**config.mk**
```make
export PLATFORM = sky130hd
export DESIGN_NAME = cmwc_mac
export DESIGN_NICKNAME = d
export VERILOG_FILES = /design/src/design/cmwc_pkg.sv /design/src/design/cmwc_mac.sv
export SDC_FILE = /design/constraint.sdc
export NUM_CORES = 2
export LEC_CHECK = 0
export BUFFER_PORTS_ARGS = -buffer_cell sky130_fd_sc_hd__buf_2
export CORE_ASPECT_RATIO = 0.6
export CORE_MARGIN = 4
export CORE_UTILIZATION = 66
export DETAILED_ROUTE_END_ITERATION = 8
export GPL_ROUTABILITY_DRIVEN = 0
export MAX_ROUTING_LAYER = met4
export PLACE_DENSITY = 0.83
export REMOVE_ABC_BUFFERS = 1
export SKIP_LAST_GASP = 1
export SYNTH_ARGS = -nofsm -noshare
export SYNTH_HDL_FRONTEND = slang
export SYNTH_SLANG_ARGS = --single-unit
```
**constraint.sdc**
```tcl
create_clock -name vclk -period 14.4
set_input_delay 2.88 -clock vclk [all_inputs]
set_output_delay 2.88 -clock vclk [all_outputs]
set_load 0.01 [all_outputs]
```
**src/design/cmwc_pkg.sv**
```systemverilog
// ----------------------------------------------------------------------------
// cmwc_pkg
// Shared constants and types of the CMWC random number generator.
// ----------------------------------------------------------------------------
`default_nettype none

package cmwc_pkg;

  localparam int unsigned LAG_SIZE = 4096;
  localparam int unsigned POS_W    = (LAG_SIZE > 1) ? $clog2(LAG_SIZE) : 1;
  localparam int unsigned WORD_W   = 32;

  localparam logic [WORD_W-1:0] LCG_MUL     = 32'd1103515245;
  localparam logic [WORD_W-1:0] LCG_ADD     = 32'd12345;
  localparam logic [WORD_W-1:0] CARRY_LIMIT = 32'd809430660;
  localparam logic [WORD_W-1:0] CMWC_MUL    = 32'd18782;
  localparam logic [WORD_W-1:0] CMWC_BASE   = 32'hffff_fffe;

  localparam logic [POS_W-1:0] POS_LAST = POS_W'(LAG_SIZE - 1);

  localparam logic KIND_DRAW   = 1'b0;
  localparam logic KIND_RESEED = 1'b1;

  typedef logic [WORD_W-1:0]   word_t;
  typedef logic [2*WORD_W-1:0] dword_t;
  typedef logic [POS_W-1:0]    pos_t;

  typedef enum logic [2:0] {
    ST_IDLE,
    ST_FILL,
    ST_MOD,
    ST_READ,
    ST_MUL,
    ST_FIN
  } state_t;

endpackage

`default_nettype wire

```
**src/design/cmwc_mac.sv**
```systemverilog
// ----------------------------------------------------------------------------
// cmwc_mac
// Shared multiply-add unit: p = a * b + c, full 64-bit result.
// ----------------------------------------------------------------------------
`default_nettype none

module cmwc_mac (
  input  wire cmwc_pkg::word_t  a,
  input  wire cmwc_pkg::word_t  b,
  input  wire cmwc_pkg::word_t  c,
  output cmwc_pkg::dword_t      p
);

  assign p = (cmwc_pkg::dword_t'(a) * cmwc_pkg::dword_t'(b)) + cmwc_pkg::dword_t'(c);

endmodule

`default_nettype wire
```
---- Word level (Yosys, flattened, before mapping) ----
Cells that the tools add are included.
operators by class
  add/subtract/negate cells ............... 1
  $mul .................................... 1
operators with widths
  kind                                            number
  64-bit by 32-bit adder with 64-bit output       1
  32-bit by 32-bit multiplier with 64-bit output  1
storage, ports and cells
  output and inout port bits .............. 64
  logic and storage cells ................. 2
  bits of input ports ..................... 96
  bits in registers ....................... 0

---- Longest topological paths before layout ----
  word-level depth ........................ 2
  gate-level depth with buffers ........... 30
  gate-level depth less buffers ........... 28

---- Worst setup path after synthesis ----
Ideal clock, no wire load.
  path type ............................... in2out
  from .................................... input a[29]
  to ...................................... output p[63]
  setup slack ............................. 1.883 ns
  data arrival time ....................... 9.637 ns
  stages .................................. 26
  path buffers ............................ 2
  data required time ...................... 11.520 ns
  cell sequence ........................... clkbuf_1 -> nand2_1 -> fa_1 -> fa_1 -> inv_1 -> fa_1 -> inv_1 -> fa_1 -> inv_1 -> fa_1 -> fa_1 -> fa_1 -> inv_1 -> fa_1 -> inv_1 -> ha_1 -> buf_2 -> and3_1 -> nand2_1 -> o41ai_1 -> o21ai_2 -> o221ai_2 -> a31oi_1 -> nand3b_4 -> o41ai_2 -> xnor2_1
between the ends
  longest elaborated chain between the ends .. 2
ends and longest elaborated chain
  what                                            RTL line        RTL
  from (decl)                                     cmwc_mac.sv:8   input wire cmwc_pkg::word_t a,
  32-bit by 32-bit multiplier with 64-bit output  cmwc_mac.sv:14  assign p = (cmwc_pkg::dword_t'(a) * cmwc_pkg::dword_t'(b)) + cmwc_pkg::dword_t'(c);
  64-bit by 32-bit adder with 64-bit output       cmwc_mac.sv:14
  to (decl)                                       cmwc_mac.sv:11  output cmwc_pkg::dword_t p
No other way between the ends.

---- Final worst setup path ----
  from .................................... input b[9]
  to ...................................... output p[63]
between the ends
  longest elaborated chain between the ends .. 2
ends and longest elaborated chain
  what                                            RTL line        RTL
  from (decl)                                     cmwc_mac.sv:9   input wire cmwc_pkg::word_t b,
  32-bit by 32-bit multiplier with 64-bit output  cmwc_mac.sv:14
  64-bit by 32-bit adder with 64-bit output       cmwc_mac.sv:14
No other way between the ends.

==> reports/results.tsv <==
stage	metric	value	unit
status	status	completed	
routing	top_layer	met4	
routing	drt_first_iter_violations	2902	
die	core_area	51300	sq um
logic_synthesis	ys_types	56	
placement	detailed_place_hpwl	81000	um
timing	setup_viol	0	
routing	wl_met1	40600	um
cells_and_area	drive_gt1_share	5.35	%
cells_and_area	multi_input_area	29900	sq um
cells_and_area	nFlopsAndLatches	0	
routing	viasPerCell	5.78	
cells_and_area	num-clock-buffers	0	
global_routing	antenna_found_initial	4	
cells_and_area	regArea	0	sq um
logic_synthesis	synth.avg_cell_area	8.94	sq um
placement	numPortBuffers	160	
die	pin_count	160	
timing	worst_pin_slew	1100	ps
placement	dpl_worst_slack	605	ps
critical_path	slowest_delay	710	ps
timing	maxSlewViolCount	0	
critical_path	critPathKind	in2out	
logic_synthesis	yosysWarnings	0	
timing	fin_crit	13980	ps
global_routing	grt_use_total	39.7	%
hold_path	holdCritPathClass	in2out	
cells_and_area	areaGrowthSynthToFinish	3.15	%
critical_path	arrival	11100	ps
timing	fin_ws	425	ps
routing	drt_pre_antenna_iters	7	
timing	clock.fmax	71.6	MHz
critical_path	cp-start-kind	primary input	
die	num_rows	64	
die	die_area	56100	sq um
routing	met2WireLength	36900	um
critical_path	crit_top_cell	fa_1	
critical_path	setup.worst_path.end_class	primary output	
critical_path	critPathMaxFanout	32	
timing	finalCritPeriodShare	97.0	%
die	die_h	185	um
timing	rsz0062_at_grt	false	
cells_and_area	nets	5121	
cells_and_area	n_fill_cell	3830	
timing	final-hold-violation-count	0	
logic_synthesis	syn_area	34500	sq um
routing	drtAntennaViolNets	0	
timing	setup_tns	0	ps
routing	drcViolationCount	0	
timing	relSlewSlack	26.7	%
global_routing	grt_max_degree	33	
cts	cts_resized	0	
global_routing	grt_first_pass_wirelength	163000	um
routing	wl_met3	22600	um
die	start_util	67.2	%
routing	vias	26192	
routing	wl_per_cell	22.5	um
logic_synthesis	synth_cells	3858	
cells_and_area	final_core_util	69.3	%
die	die_x	303	um
cts	post_cts_buffers	0	
logic_synthesis	yosysSeqAreaShare	0	%
hold_path	min_from	c[0]	
critical_path	crit_slowest_cell	buf_2	
global_routing	grt_overflow	0	
flow_run	max_cap_violations	0	
routing	wl	102000	um
cts	cts_hold_buf	0	
critical_path	startpoint	b[9]	
global_routing	grt_pass1_vias	27909	
critical_path	cp.required	11520	ps
-- final cells by class --
class / instances / area share, %
Multi-Input combinational cell: 2636 / 84.0
Inverter: 1005 / 10.6
Timing Repair Buffer: 191 / 2.90
Tap cell: 693 / 2.44
Antenna cell: 3 / 0.0211
-- critical path, delay by kind of cell --
| family | cells | cell delay [ps] |
|---|---|---|
| AOI/OAI and AO/OA | 5 | 1340 |
| xor gates and xnor gates | 1 | 150 |
| adders and majority gates | 9 | 4730 |
| buffers and inverters | 6 | 1110 |
| and+or+nand+nor | 4 | 840 |
-- layout by cell type, fill, tap and decap left out, types with 7 or more instances in the layout --
cell	count
o21a_1	7
nand3_1	15
nand4_1	20
a21o_1	23
fa_1	928
nor2_1	30
buf_4	31
xnor2_1	39
buf_2	160
o21bai_1	12
o21ai_0	41
inv_1	1005
nand2_1	447
and2_1	632
and3_1	8
a21oi_1	76
ha_1	263
xor2_1	23
a31oi_1	8
-- layer usage --
metal	up-vias	global-route usage, %
li1	10945	-
met1	12885	57.2
met2	2195	47.3
met3	167	25.7
met4	0	5.01
met5	-	-
-- cell usage after synthesis, types with 3 or more instances --
cell	instances	area, sq um
nand3_1	15	75.1
a21o_1	23	173
nand2_1	447	1680
and2_1	632	3950
a2111oi_0	3	26.3
o21a_1	7	52.6
clkbuf_1	210	788
nor3_1	6	30.0
o21ai_0	41	205
xnor2_1	39	342
and3_1	8	50.1
xor2_1	23	201
ha_1	263	3290
fa_1	928	18600
nor2b_1	5	31.3
nand4_1	20	125
a31oi_1	8	50.1
or3_1	6	37.5
nor2_1	30	113
buf_2	6	30.0
a211oi_1	3	22.5
o21bai_1	12	90.1
nand2b_1	4	25.0
a21oi_1	76	380
o211ai_1	4	30.0
inv_1	1005	3770
-- final timing paths --
path                     to  slack (ps)  cells past startpoint
worst min-delay path   p[0]        6110                      3
worst max-delay path  p[63]         420                     25
-- kinds of logic (layout without fill, tap and decap cells) --
kind of cell               after synthesis  after routing  share of synthesized area, %
AOI/OAI and AO/OA                      205            205                          3.85
buffers and inverters                 1222           1196                          13.3
xor gates and xnor gates                62             62                          1.57
adders and majority gates             1191           1191                          63.4
other                                    0              3                             0
and+or+nand+nor                       1178           1178                          17.9
-- per-stage QoR --
stage | area (sq um) | instances | hold WS (ps)
2_1_floorplan | 33700 | 3641 | 5910
3_3_place_gp | 35600 | 4525 | 6060
3_5_place_dp | 35600 | 4525 | 6110
4_1_cts | 35600 | 4525 | 6110
5_1_grt | 35600 | 4527 | 6130
6_report | 35600 | 4528 | 6110
Power is left out: the tool's default activity adds up to more than one toggle a clock period on the data nets, which glitch-free logic cannot reach.
